## config.mk

```make
export PLATFORM = sky130hd
export DESIGN_NAME = multi_index_key_hash_core
export DESIGN_NICKNAME = d
export VERILOG_FILES = /design/src/sv/mikh_pkg.sv /design/src/sv/mikh_out_fifo.sv /design/src/sv/multi_index_key_hash_core.sv
export SDC_FILE = /design/constraint.sdc
export NUM_CORES = 2
export LEC_CHECK = 0
export ABC_AREA = 1
export BUFFER_PORTS_ARGS = -buffer_cell sky130_fd_sc_hd__buf_2
export CELL_PAD_IN_SITES_DETAIL_PLACEMENT = 1
export CELL_PAD_IN_SITES_GLOBAL_PLACEMENT = 2
export CORE_ASPECT_RATIO = 1.2
export CORE_MARGIN = 2
export CORE_UTILIZATION = 30
export DETAILED_ROUTE_END_ITERATION = 16
export PLACE_DENSITY = 0.63
export SLEW_MARGIN = 20
export SYNTH_ARGS = -nofsm -noshare
export SYNTH_HDL_FRONTEND = slang
export SYNTH_SLANG_ARGS = --single-unit
```

## constraint.sdc

```tcl
create_clock -name clock -period 31.9 [get_ports clock]
set_clock_uncertainty 0.05 [all_clocks]
set_input_delay 1.595 -clock clock [delete_from_list [all_inputs] [get_ports clock]]
set_output_delay 1.595 -clock clock [all_outputs]
set_load 0.005 [all_outputs]
```

## src/sv/mikh_pkg.sv

```systemverilog
// mikh_pkg: shared types, constants and mixing functions for the
// multi-index key hash core; no dependencies
`default_nettype none

package mikh_pkg;

   localparam int WORD_W        = 32;
   localparam int LEN_W         = 6;
   localparam int MAX_KEY_WORDS = 32;
   localparam int HASH_BASE_W   = 16;

   localparam logic [LEN_W-1:0]  KEY_LEN_RESET = LEN_W'(1);
   localparam logic [WORD_W-1:0] GOLDEN        = 32'h9e37_79b9;

   // result queue sizing
   localparam int OUT_DEPTH = 8;
   localparam int OUT_PTR_W = $clog2(OUT_DEPTH);
   localparam int OUT_CNT_W = $clog2(OUT_DEPTH + 1);

   typedef struct packed {
      logic [WORD_W-1:0] a;
      logic [WORD_W-1:0] b;
      logic [WORD_W-1:0] c;
   } acc_type;

   localparam acc_type ACC_INIT = '{a: GOLDEN, b: GOLDEN, c: '0};
   localparam acc_type ACC_ZERO = '{a: '0, b: '0, c: '0};

   function automatic acc_type acc_add(acc_type x, acc_type y);
      acc_type r;
      r.a = x.a + y.a;
      r.b = x.b + y.b;
      r.c = x.c + y.c;
      return r;
   endfunction

   // three lines of the lookup2 mix, shift amounts fixed per call site
   function automatic acc_type mix_round(acc_type x, logic [4:0] sa, logic [4:0] sb,
                                         logic [4:0] sc);
      logic [WORD_W-1:0] a;
      logic [WORD_W-1:0] b;
      logic [WORD_W-1:0] c;
      acc_type r;
      a = x.a - x.b - x.c;
      a = a ^ (x.c >> sa);
      b = x.b - x.c - a;
      b = b ^ (a << sb);
      c = x.c - a - b;
      c = c ^ (b >> sc);
      r.a = a;
      r.b = b;
      r.c = c;
      return r;
   endfunction

   function automatic acc_type mix_r1(acc_type x);
      return mix_round(x, 5'd13, 5'd8, 5'd13);
   endfunction

   function automatic acc_type mix_r2(acc_type x);
      return mix_round(x, 5'd12, 5'd16, 5'd5);
   endfunction

   function automatic acc_type mix_r3(acc_type x);
      return mix_round(x, 5'd3, 5'd10, 5'd15);
   endfunction

   // zero counts as one word, anything past the maximum as the maximum
   function automatic logic [LEN_W-1:0] eff_len(logic [LEN_W-1:0] n);
      logic [LEN_W-1:0] r;
      r = n;
      if (n == '0) begin
         r = LEN_W'(1);
      end else if (n > LEN_W'(MAX_KEY_WORDS)) begin
         r = LEN_W'(MAX_KEY_WORDS);
      end
      return r;
   endfunction

   function automatic logic [WORD_W-1:0] hash_mask(logic [LEN_W-1:0] len);
      logic [LEN_W:0]    width;
      logic [WORD_W:0]   one_hot;
      logic [WORD_W-1:0] r;
      width   = (LEN_W + 1)'(len >> 1) + (LEN_W + 1)'(HASH_BASE_W);
      one_hot = (WORD_W + 1)'(1) << width;
      if (width >= (LEN_W + 1)'(WORD_W)) begin
         r = '1;
      end else begin
         r = one_hot[WORD_W-1:0] - WORD_W'(1);
      end
      return r;
   endfunction

endpackage

`default_nettype wire

```

## src/sv/mikh_out_fifo.sv

```systemverilog
// mikh_out_fifo: small result queue between the final mix pipeline and the
// response channel; depends on mikh_pkg
`default_nettype none

module mikh_out_fifo
   import mikh_pkg::*;
(
   input  wire logic              clock,
   input  wire logic              reset,
   input  wire logic              push_valid,
   input  wire logic [WORD_W-1:0] push_data,
   output logic                   pop_valid,
   input  wire logic              pop_ready,
   output logic [WORD_W-1:0]      pop_data
);

   logic [WORD_W-1:0]    mem_ff [OUT_DEPTH];
   logic [OUT_PTR_W-1:0] wr_ptr_ff;
   logic [OUT_PTR_W-1:0] rd_ptr_ff;
   logic [OUT_CNT_W-1:0] cnt_ff;
   logic                 pop_fire;

   assign pop_valid = (cnt_ff != '0);
   assign pop_data  = mem_ff[rd_ptr_ff];
   assign pop_fire  = pop_valid && pop_ready;

   always_ff @(posedge clock) begin
      if (reset) begin
         wr_ptr_ff <= '0;
         rd_ptr_ff <= '0;
         cnt_ff    <= '0;
      end else begin
         if (push_valid) begin
            wr_ptr_ff <= wr_ptr_ff + OUT_PTR_W'(1);
         end
         if (pop_fire) begin
            rd_ptr_ff <= rd_ptr_ff + OUT_PTR_W'(1);
         end
         case ({push_valid, pop_fire})
            2'b10:   cnt_ff <= cnt_ff + OUT_CNT_W'(1);
            2'b01:   cnt_ff <= cnt_ff - OUT_CNT_W'(1);
            default: cnt_ff <= cnt_ff;
         endcase
      end
   end

   always_ff @(posedge clock) begin
      if (push_valid) begin
         mem_ff[wr_ptr_ff] <= push_data;
      end
   end

endmodule

`default_nettype wire

```

## src/sv/multi_index_key_hash_core.sv

```systemverilog
// multi_index_key_hash_core: lookup2 bucket hash over multi-word keys
// depends on mikh_pkg and mikh_out_fifo
//
//   channel | ports                              | direction
//   --------+------------------------------------+----------
//   request | req_valid req_ready req_key_word   | in
//   result  | rsp_valid rsp_ready rsp_bucket_index| out
//   config  | csr_we csr_wdata (key_length)      | in
//
// one key word is taken per cycle while req_ready is high; a result leaves
// the final mix after the key's last word, once any group mix of it is done.
// the group mix is an iterative unit, which a group of three words never
// outruns; the final mix is a 3-stage pipeline into an 8-entry queue.
// req_ready drops only when 8 results are queued or in flight.
// synchronous reset sets key_length to 1 and clears any partial key.
`default_nettype none

module multi_index_key_hash_core
   import mikh_pkg::*;
(
   input  wire logic              clock,
   input  wire logic              reset,
   input  wire logic              req_valid,
   output logic                   req_ready,
   input  wire logic [WORD_W-1:0] req_key_word,
   output logic                   rsp_valid,
   input  wire logic              rsp_ready,
   output logic [WORD_W-1:0]      rsp_bucket_index,
   input  wire logic              csr_we,
   input  wire logic [LEN_W-1:0]  csr_wdata
);

   // group mix phase codes
   localparam logic [1:0] GPH_IDLE = 2'd0;
   localparam logic [1:0] GPH_R2   = 2'd1;
   localparam logic [1:0] GPH_R3   = 2'd2;
   localparam logic [1:0] GPH_DONE = 2'd3;

   localparam logic [1:0] POS_LAST = 2'd2;

   logic [LEN_W-1:0]     key_length_ff;
   acc_type              acc_ff;
   logic [LEN_W-1:0]     ws_ff;
   logic [1:0]           pos_ff;
   acc_type              g_ff;
   acc_type              g_in;
   logic [1:0]           gph_ff;
   logic                 gfin_ff;
   acc_type              fwait_ff;
   acc_type              f1_ff;
   acc_type              f2_ff;
   logic                 f1v_ff;
   logic                 f2v_ff;
   logic [OUT_CNT_W-1:0] res_ff;

   logic [LEN_W-1:0]  len_eff;
   logic              req_accept;
   logic              pend;
   logic              fold;
   acc_type           base;
   acc_type           sum;
   acc_type           len_acc;
   logic              grp_done;
   logic [LEN_W-1:0]  ws_inc;
   logic              last;
   logic              g_launch;
   logic              fin_from_g;
   logic              fin_direct;
   logic              fin_launch;
   logic              set_wait;
   acc_type           fin_in;
   acc_type           f_out;
   logic [WORD_W-1:0] push_data;
   logic              res_inc;
   logic              res_dec;

   assign len_eff    = eff_len(key_length_ff);
   assign req_ready  = (res_ff < OUT_CNT_W'(OUT_DEPTH));
   assign req_accept = req_valid && req_ready;

   // front-end accumulators hold only the words added since a group mix
   // started until that mix finishes and gets folded back in
   assign pend = ((gph_ff == GPH_R2) || (gph_ff == GPH_R3)) && !gfin_ff;
   assign fold = (gph_ff == GPH_DONE) && !gfin_ff;
   assign base = fold ? acc_add(acc_ff, g_ff) : acc_ff;

   always_comb begin
      sum = base;
      case (pos_ff)
         2'd0:    sum.a = base.a + req_key_word;
         2'd1:    sum.b = base.b + req_key_word;
         default: sum.c = base.c + req_key_word;
      endcase
   end

   assign len_acc  = '{a: '0, b: '0, c: WORD_W'(len_eff)};
   assign grp_done = (pos_ff == POS_LAST);
   assign ws_inc   = ws_ff + LEN_W'(1);
   assign last     = (ws_inc >= len_eff);

   assign g_launch   = req_accept && grp_done;
   assign fin_from_g = (gph_ff == GPH_DONE) && gfin_ff;
   assign fin_direct = req_accept && last && !grp_done && !pend;
   assign set_wait   = req_accept && last && (grp_done || pend);
   assign fin_launch = fin_from_g || fin_direct;
   assign fin_in     = fin_from_g ? acc_add(g_ff, fwait_ff) : acc_add(sum, len_acc);

   always_comb begin
      g_in = g_ff;
      if (g_launch) begin
         g_in = mix_r1(sum);
      end else if (gph_ff == GPH_R2) begin
         g_in = mix_r2(g_ff);
      end else if (gph_ff == GPH_R3) begin
         g_in = mix_r3(g_ff);
      end
   end

   assign f_out     = mix_r3(f2_ff);
   assign push_data = f_out.c & hash_mask(len_eff);
   assign res_inc   = req_accept && last;
   assign res_dec   = rsp_valid && rsp_ready;

   always_ff @(posedge clock) begin
      if (reset) begin
         key_length_ff <= KEY_LEN_RESET;
         acc_ff        <= ACC_INIT;
         ws_ff         <= '0;
         pos_ff        <= '0;
         gph_ff        <= GPH_IDLE;
         gfin_ff       <= 1'b0;
         f1v_ff        <= 1'b0;
         f2v_ff        <= 1'b0;
         res_ff        <= '0;
      end else begin
         if (csr_we) begin
            key_length_ff <= csr_wdata;
            acc_ff        <= ACC_INIT;
            ws_ff         <= '0;
            pos_ff        <= '0;
         end else if (req_accept) begin
            if (last) begin
               acc_ff <= ACC_INIT;
               ws_ff  <= '0;
               pos_ff <= '0;
            end else if (grp_done) begin
               acc_ff <= ACC_ZERO;
               ws_ff  <= ws_inc;
               pos_ff <= '0;
            end else begin
               acc_ff <= sum;
               ws_ff  <= ws_inc;
               pos_ff <= pos_ff + 2'd1;
            end
         end else if (fold) begin
            acc_ff <= base;
         end

         if (g_launch) begin
            gph_ff <= GPH_R2;
         end else begin
            case (gph_ff)
               GPH_R2:  gph_ff <= GPH_R3;
               GPH_R3:  gph_ff <= GPH_DONE;
               default: gph_ff <= GPH_IDLE;
            endcase
         end

         // gfin marks a group mix whose result feeds the final mix
         if (g_launch) begin
            gfin_ff <= last;
         end else if (set_wait) begin
            gfin_ff <= 1'b1;
         end else if (fin_from_g) begin
            gfin_ff <= 1'b0;
         end

         f1v_ff <= fin_launch;
         f2v_ff <= f1v_ff;

         case ({res_inc, res_dec})
            2'b10:   res_ff <= res_ff + OUT_CNT_W'(1);
            2'b01:   res_ff <= res_ff - OUT_CNT_W'(1);
            default: res_ff <= res_ff;
         endcase
      end
   end

   always_ff @(posedge clock) begin
      g_ff  <= g_in;
      f1_ff <= mix_r1(fin_in);
      f2_ff <= mix_r2(f1_ff);
      if (set_wait) begin
         fwait_ff <= grp_done ? len_acc : acc_add(sum, len_acc);
      end
   end

   mikh_out_fifo u_out_fifo (
      .clock      (clock),
      .reset      (reset),
      .push_valid (f2v_ff),
      .push_data  (push_data),
      .pop_valid  (rsp_valid),
      .pop_ready  (rsp_ready),
      .pop_data   (rsp_bucket_index)
   );

   // a group mix only starts once the previous one is finished
   a_group_free: assert property (@(posedge clock) disable iff (reset)
      g_launch |-> ((gph_ff == GPH_IDLE) || (gph_ff == GPH_DONE)))
      else $error("group mix launched while busy");

   a_one_final: assert property (@(posedge clock) disable iff (reset)
      fin_from_g |-> !fin_direct)
      else $error("two final mixes launched in one cycle");

   a_wait_free: assert property (@(posedge clock) disable iff (reset)
      set_wait |-> (!gfin_ff || fin_from_g))
      else $error("pending final mix overwritten");

   a_credit_cap: assert property (@(posedge clock) disable iff (reset)
      res_ff <= OUT_CNT_W'(OUT_DEPTH))
      else $error("result credits exceeded");

   a_rsp_reserved: assert property (@(posedge clock) disable iff (reset)
      rsp_valid |-> (res_ff != '0))
      else $error("result shown without a reserved slot");

endmodule

`default_nettype wire
```

---- After elaboration in Yosys (flattened, before gate mapping) ----
Memory sizes are Yosys's and may differ from the RTL's. A register that Yosys moved wholly into a read port is not among the register bits.
Index checks and enable logic that the tools add are counted.
cells by class
  equality and inequality tests ........... 9
  magnitude comparators ................... 4
  bitwise gates (word level) .............. 19
  multiplexer cells ....................... 30
  $add $sub $neg .......................... 53
  shifts and indexed selects .............. 1
  reduce and logical (&&, ||, !) cells .... 27
operators with widths
  cell                                                                   count
  32-bit subtractor                                                      33
  96-bit two-way mux                                                     9
  32-bit adder                                                           9
  32-bit XOR                                                             6
  32-bit two-way mux                                                     4
  32-bit by 19-bit XOR with 32-bit output                                4
  32-bit by 17-bit XOR with 32-bit output                                2
  32-bit by 20-bit XOR with 32-bit output                                2
  32-bit by 27-bit XOR with 32-bit output                                2
  32-bit by 29-bit XOR with 32-bit output                                2
  32-bit by 6-bit adder with 32-bit output                               1
  32-bit bitwise AND                                                     1
  1-bit by 6-bit left shift with 32-bit output (first input constant)    1
  32-bit by 1-bit subtractor with 32-bit output (second input constant)  1
  6-bit two-way mux                                                      4
  4-bit case mux with 2 select lines                                     2
  2-bit == test (second input constant)                                  5
  1-bit logical AND                                                      10
  4-bit by 1-bit adder with 4-bit output (second input constant)         2
  2-bit by 1-bit == test with 1-bit output (second input constant)       4
  4-bit by 1-bit subtractor with 4-bit output (second input constant)    2
  3-bit by 1-bit adder with 3-bit output (second input constant)         2
  5-bit by 5-bit adder with 6-bit output (second input constant)         1
  6-bit by 1-bit adder with 6-bit output (second input constant)         1
  17 further kinds                                                       33
word-level totals
  memories ................................ 1
  flip-flop bits (word level) ............. 513
  memory bits (writable) .................. 256
  output and inout bits ................... 34
  logic and storage cells ................. 172
  input bits .............................. 43
memories
  memory             words  width  read ports  clocked after memory_dff  write ports  line                 text
  u_out_fifo.mem_ff  8      32     1           1                         1            mikh_out_fifo.sv:17  logic [WORD_W-1:0] mem_ff [OUT_DEPTH];

---- Longest topological paths before layout ----
  word-level depth ........................ 14
  gate-level depth with buffers ........... 80
  mapped depth without buffers ............ 75

---- Modules after synthesis ----
Synthesis repeated with hierarchy kept, for this count alone.
second synthesis, totals
  cells, all modules ...................... 11579
  area total of the unflattened synthesis .. 87734.1 um^2
modules (own cells, without submodules)
  module                     seq. area each (um^2)  cells an instance  area each (um^2)  times used
  multi_index_key_hash_core  11991.5                10771              77131.5           1
  mikh_out_fifo              7947.6                 808                10602.7           1

---- Worst setup path after synthesis ----
No wires, ideal clock.
  kind .................................... register -> register
  start ................................... register gph_ff[0]
  end ..................................... register f1_ff[31] (netlist bit)
  arrival time ............................ 11.270 ns
  buffers on the path ..................... 6
  setup time .............................. 0.112 ns
  path slack .............................. 20.468 ns
  data required time ...................... 31.738 ns
  cell stages (with the launch flop) ...... 70
  clock period less this slack ............ 11.432 ns
  cell sequence ........................... dfxtp_1 > ha_1 > inv_2 > nor2_4 > buf_4 > buf_4 > buf_4 > clkbuf_1 > buf_1 > clkbuf_1 > nand2_1 > nand2_1 > ha_1 > inv_1 > fa_1 > inv_1 > nand3_1 > nand2_2 > [... 34 more ...] > xor2_2 > or2_1 > nand2_1 > inv_1 > ha_1 > ha_1 > nand2_1 > nor2_1 > a211oi_1 > o21ai_0 > a311oi_1 > o21ai_1 > xor2_1 > nand3_1 > nand2_1 > inv_1 > nand2_1 > nand2_1
between the ends
  cells in the longest elaborated chain, start to end .. 13
  elaborated cells between the ends (all ways) .. 21
  those cells by class .................... 10 x add/sub; 1 x eq/ne; 5 x mux; 3 x bitwise; 2 x reduce/logical
RTL lines
  what                                                     line                                                                                               text
  from (decl)                                              multi_index_key_hash_core.sv:47                                                                    logic [1:0] gph_ff;
  from (signal assigned)                                   multi_index_key_hash_core.sv:130                                                                   gph_ff <= GPH_IDLE;
  from (signal assigned)                                   multi_index_key_hash_core.sv:160                                                                   gph_ff <= GPH_R2;
  from (signal assigned)                                   multi_index_key_hash_core.sv:163                                                                   GPH_R2: gph_ff <= GPH_R3;
  2-bit == test (*)                                        multi_index_key_hash_core.sv:84, multi_index_key_hash_core.sv:102
  1-bit logical AND                                        multi_index_key_hash_core.sv:84                                                                    assign fold = (gph_ff == GPH_DONE) && !gfin_ff;
  96-bit two-way mux                                       multi_index_key_hash_core.sv:85                                                                    assign base = fold ? acc_add(acc_ff, g_ff) : acc_ff;
  32-bit adder (on tied branches)                          multi_index_key_hash_core.sv:90, multi_index_key_hash_core.sv:91, multi_index_key_hash_core.sv:92
  32-bit two-way mux                                       multi_index_key_hash_core.sv:89                                                                    case (pos_ff)
  96-bit two-way mux (*)                                   multi_index_key_hash_core.sv:106                                                                   assign fin_in = fin_from_g ? acc_add(g_ff, fwait_ff) : acc_add(sum, len_acc);
  32-bit subtractor or 96-bit two-way mux (tied branches)  mikh_pkg.sv:44, multi_index_key_hash_core.sv:106
  32-bit subtractor                                        mikh_pkg.sv:44                                                                                     a = x.a - x.b - x.c;
  32-bit by 19-bit XOR with 32-bit output                  mikh_pkg.sv:45                                                                                     a = a ^ (x.c >> sa);
  32-bit subtractor                                        mikh_pkg.sv:46                                                                                     b = x.b - x.c - a;
  32-bit XOR                                               mikh_pkg.sv:47                                                                                     b = b ^ (a << sb);
  32-bit subtractor (*)                                    mikh_pkg.sv:48                                                                                     c = x.c - a - b;
  32-bit by 19-bit XOR with 32-bit output (*)              mikh_pkg.sv:49                                                                                     c = c ^ (b >> sc);
  to (signal assigned)                                     multi_index_key_hash_core.sv:191                                                                   f1_ff <= mix_r1(fin_in);
  to (decl)                                                multi_index_key_hash_core.sv:50                                                                    acc_type f1_ff;
Every way passes the cells marked *; elsewhere a longest branch is shown, timed or not.
A chain may end at the register's enable or synchronous reset.

---- Worst setup path in the final report ----
  start ................................... register g_ff[1] (netlist bit)
  end ..................................... register f1_ff[30] (netlist bit)
between the ends
  cells in the longest elaborated chain, start to end .. 12
  elaborated cells between the ends (all ways) .. 15
  those cells by class .................... 9 x add/sub; 3 x mux; 3 x bitwise
RTL lines
  what                                         line                              text
  from (decl)                                  multi_index_key_hash_core.sv:45   acc_type g_ff;
  from (signal assigned)                       multi_index_key_hash_core.sv:190  g_ff <= g_in;
  32-bit adder                                 mikh_pkg.sv:33                    r.c = x.c + y.c;
  96-bit two-way mux                           multi_index_key_hash_core.sv:85
  32-bit adder                                 multi_index_key_hash_core.sv:92   default: sum.c = base.c + req_key_word;
  32-bit two-way mux                           multi_index_key_hash_core.sv:89
  32-bit by 6-bit adder with 32-bit output     mikh_pkg.sv:33
  96-bit two-way mux (*)                       multi_index_key_hash_core.sv:106
  32-bit subtractor                            mikh_pkg.sv:44
  32-bit by 19-bit XOR with 32-bit output      mikh_pkg.sv:45
  32-bit subtractor                            mikh_pkg.sv:46
  32-bit XOR                                   mikh_pkg.sv:47
  32-bit subtractor (*)                        mikh_pkg.sv:48
  32-bit by 19-bit XOR with 32-bit output (*)  mikh_pkg.sv:49
Marks and branches as above.

==> flow_summary.yaml <==
global_routing:
  grt_overflow: 0
  antenna_found_initial: 22
  grt_pass1_wl_um: 624900
  grt_pass1_vias: 85230
  grt_usage_pct: 29.44
  grt_max_degree: 134
sta:
  finalCriticalPeriod_ns: 14.18
  finalSetupViolCount: 0
  slew_violations: 0
  timing.hold.ws_ns: 0.3612
  period_share_pct: 44.46
  fmax_mhz: 70.51
  slew_headroom_pct: 11.95
  worst-slew-pin-transition_ns: 1.312
  rsz0062_at_grt: "false"
  fin_tns_setup_ns: 0
  hold_violations: 0
clock_network:
  clock_path_buffers: 3
  cts_buffers: 99
  clk_pin_slew_worst_paths_ns: 0.07
  cts_tree: "built"
  cts_root_buf: "clkbuf_16"
  clock_latency_ns: 0.81
  cts_resized: 0
  numClockSinks: 772
  hold_buffers: 0
  cts_setup_buffers: 0
  htreeDepth: 3
detailed_routing:
  ant_nets: 0
  drc: 0
  viasPerCell: 5.158
  vias: 79900
  wl_um: 443200
  dr.pass1.iters: 5
  drt-initial-drc-count: 4315
  wl_per_cell_um: 28.61
critical_path:
  r2r_cells: 57
  cp_data_arrival_time_ns: 14.74
  required_ns: 32.46
  end_kind: "flop"
  critPathKind: "flop to flop"
  crit_path_start_kind: "flop"
  path_max_fanout: 11
  cp_slowest_stage_delay_ns: 1.02
  cp_slowest_cell: "edfxtp_1"
place:
  dp_cells: 15300
  numPortBuffers: 76
  hpwl_um: 377400
  place_congestion: 0.9645
floorplanning:
  die_h_um: 595.6
  fp-row-count: 217
  fp.dieW_um: 497.0
  die_area_um2: 296000
  ios: 77
  core_area_um2: 290500
  initial_core_util_pct: 30.11
synth:
  ys_ff_latch: 772
  yosysUniqueCellTypes: 86
  synth.yosys.seq_area_share_pct: 22.79
  synthCells: 11420
  synth_flop_cell: "edfxtp_1"
  yosysWarnings: 0
  syn_area_per_cell_um2: 7.660
  synthesis.area_um2: 87480
  async_flop_share_pct: 0
  synth_edf_count: 448
layout:
  syn2layout_area_growth_pct: 10.84
  drive_above_1_share_pct: 6.352
  fin_cells: 15490
  fillers: 35270
  layout_commonest_cell: "nand2_1"
  final_cell_mix: "nand2_1, inv_1, a21oi_1"
  nets: 13000
min_path:
  min_path_cells: 2
  hold_class: "flop to flop"
flow_run:
  drv_cap: 0
run_status:
  run_status: "finished, final reports clean"
layout make-up:
class	instances	area [µm²]	area share, %
clock inverter	66	907.1	0.9355
timing repair buffer	248	1688	1.741
sequential	772	19950	20.57
tap	3832	4795	4.945
clock buffer	118	2649	2.732
inverter	1780	6700	6.910
antenna	10	25.02	0.02581
multi-input combinational	8666	60260	62.14
metal layers:
layer	vias to the layer above	wire length, µm	global-route usage (%)
li1	37790	-	-
met1	39670	164100	30.83
met2	1632	225500	54.12
met3	804	14370	3.310
met4	6	39190	21.92
met5	-	49	0
logic make-up after synthesis:
kind of cell	Yosys count	synth area share (%)
xor+xnor	1063	10.82
flops	772	22.79
fa+ha+maj	1388	23.93
buf+inv	1983	8.554
simple gates	3747	17.94
mux	11	0.1402
compound gates	2455	15.82
other cells	1	0.004287
cells in the mapped netlist, types with 33 or more instances:
cell / instances / area [µm²]
a21boi_0: 33 / 247.7
a21boi_1: 50 / 375.4
a21o_1: 45 / 337.8
a21oi_1: 1005 / 5030
a31oi_1: 106 / 663.1
clkbuf_1: 164 / 615.6
dfxtp_1: 324 / 6486
edfxtp_1: 448 / 13450
fa_1: 475 / 9509
ha_1: 913 / 11420
inv_1: 1736 / 6516
inv_2: 34 / 127.6
nand2_1: 2163 / 8119
nand2_2: 67 / 419.2
nand3_1: 362 / 1812
nand4_1: 73 / 456.7
nor2_1: 824 / 3093
nor3_1: 73 / 365.4
o211ai_1: 47 / 352.8
o21a_1: 46 / 345.3
o21ai_0: 714 / 3573
o21ai_1: 140 / 700.7
o21bai_1: 61 / 457.9
o22ai_1: 35 / 219.0
or2_2: 52 / 325.3
xnor2_1: 387 / 3390
xor2_1: 660 / 5781
final timing paths:
kind / startpoint / endpoint / slack, ns
worst max-delay path: g_ff[1]$_DFFE_PP_ / f1_ff[30]$_DFF_P_ / 17.72
worst min-delay path: f1v_ff$_SDFF_PP0_ / f2v_ff$_SDFF_PP0_ / 0.36
worst min register to register: f1v_ff$_SDFF_PP0_ / f2v_ff$_SDFF_PP0_ / 0.36
worst max register to register: g_ff[1]$_DFFE_PP_ / f1_ff[30]$_DFF_P_ / 17.72
critical path: cells and delay by family, from the launching register on:
family / cells / cell delay (ns)
buffers and inverters: 9 / 0.99
adders and majority gates: 9 / 3.65
AOI/OAI and AO/OA: 15 / 3.66
DFF: 1 / 1.02
xor gates and xnor gates: 7 / 2.42
and+or+nand+nor: 17 / 2.20
per-stage QoR:
stage,util (%),worst slack [ns],instance area [µm²]
finish,33.38,17.72,96970
global route,33.37,16.64,96950
CTS,33.37,17.49,96930
detailed placement,32.14,17.56,93380
global placement,32.13,17.55,93350
floorplan,-,20.47,87490
sequential cells by signal, summed over array words and instances (netlist names), 3 cells and up, named ones only:
register	flops
acc_ff	96
f1_ff	96
f2_ff	96
fwait_ff	96
g_ff	96
key_length_ff	6
res_ff	4
u_out_fifo.cnt_ff	4
u_out_fifo.mem_ff	256
u_out_fifo.rd_ptr_ff	3
u_out_fifo.wr_ptr_ff	3
ws_ff	6
Power is not shown: default switching activity piles up to over one toggle a cycle in this logic, so the estimate is an artifact.
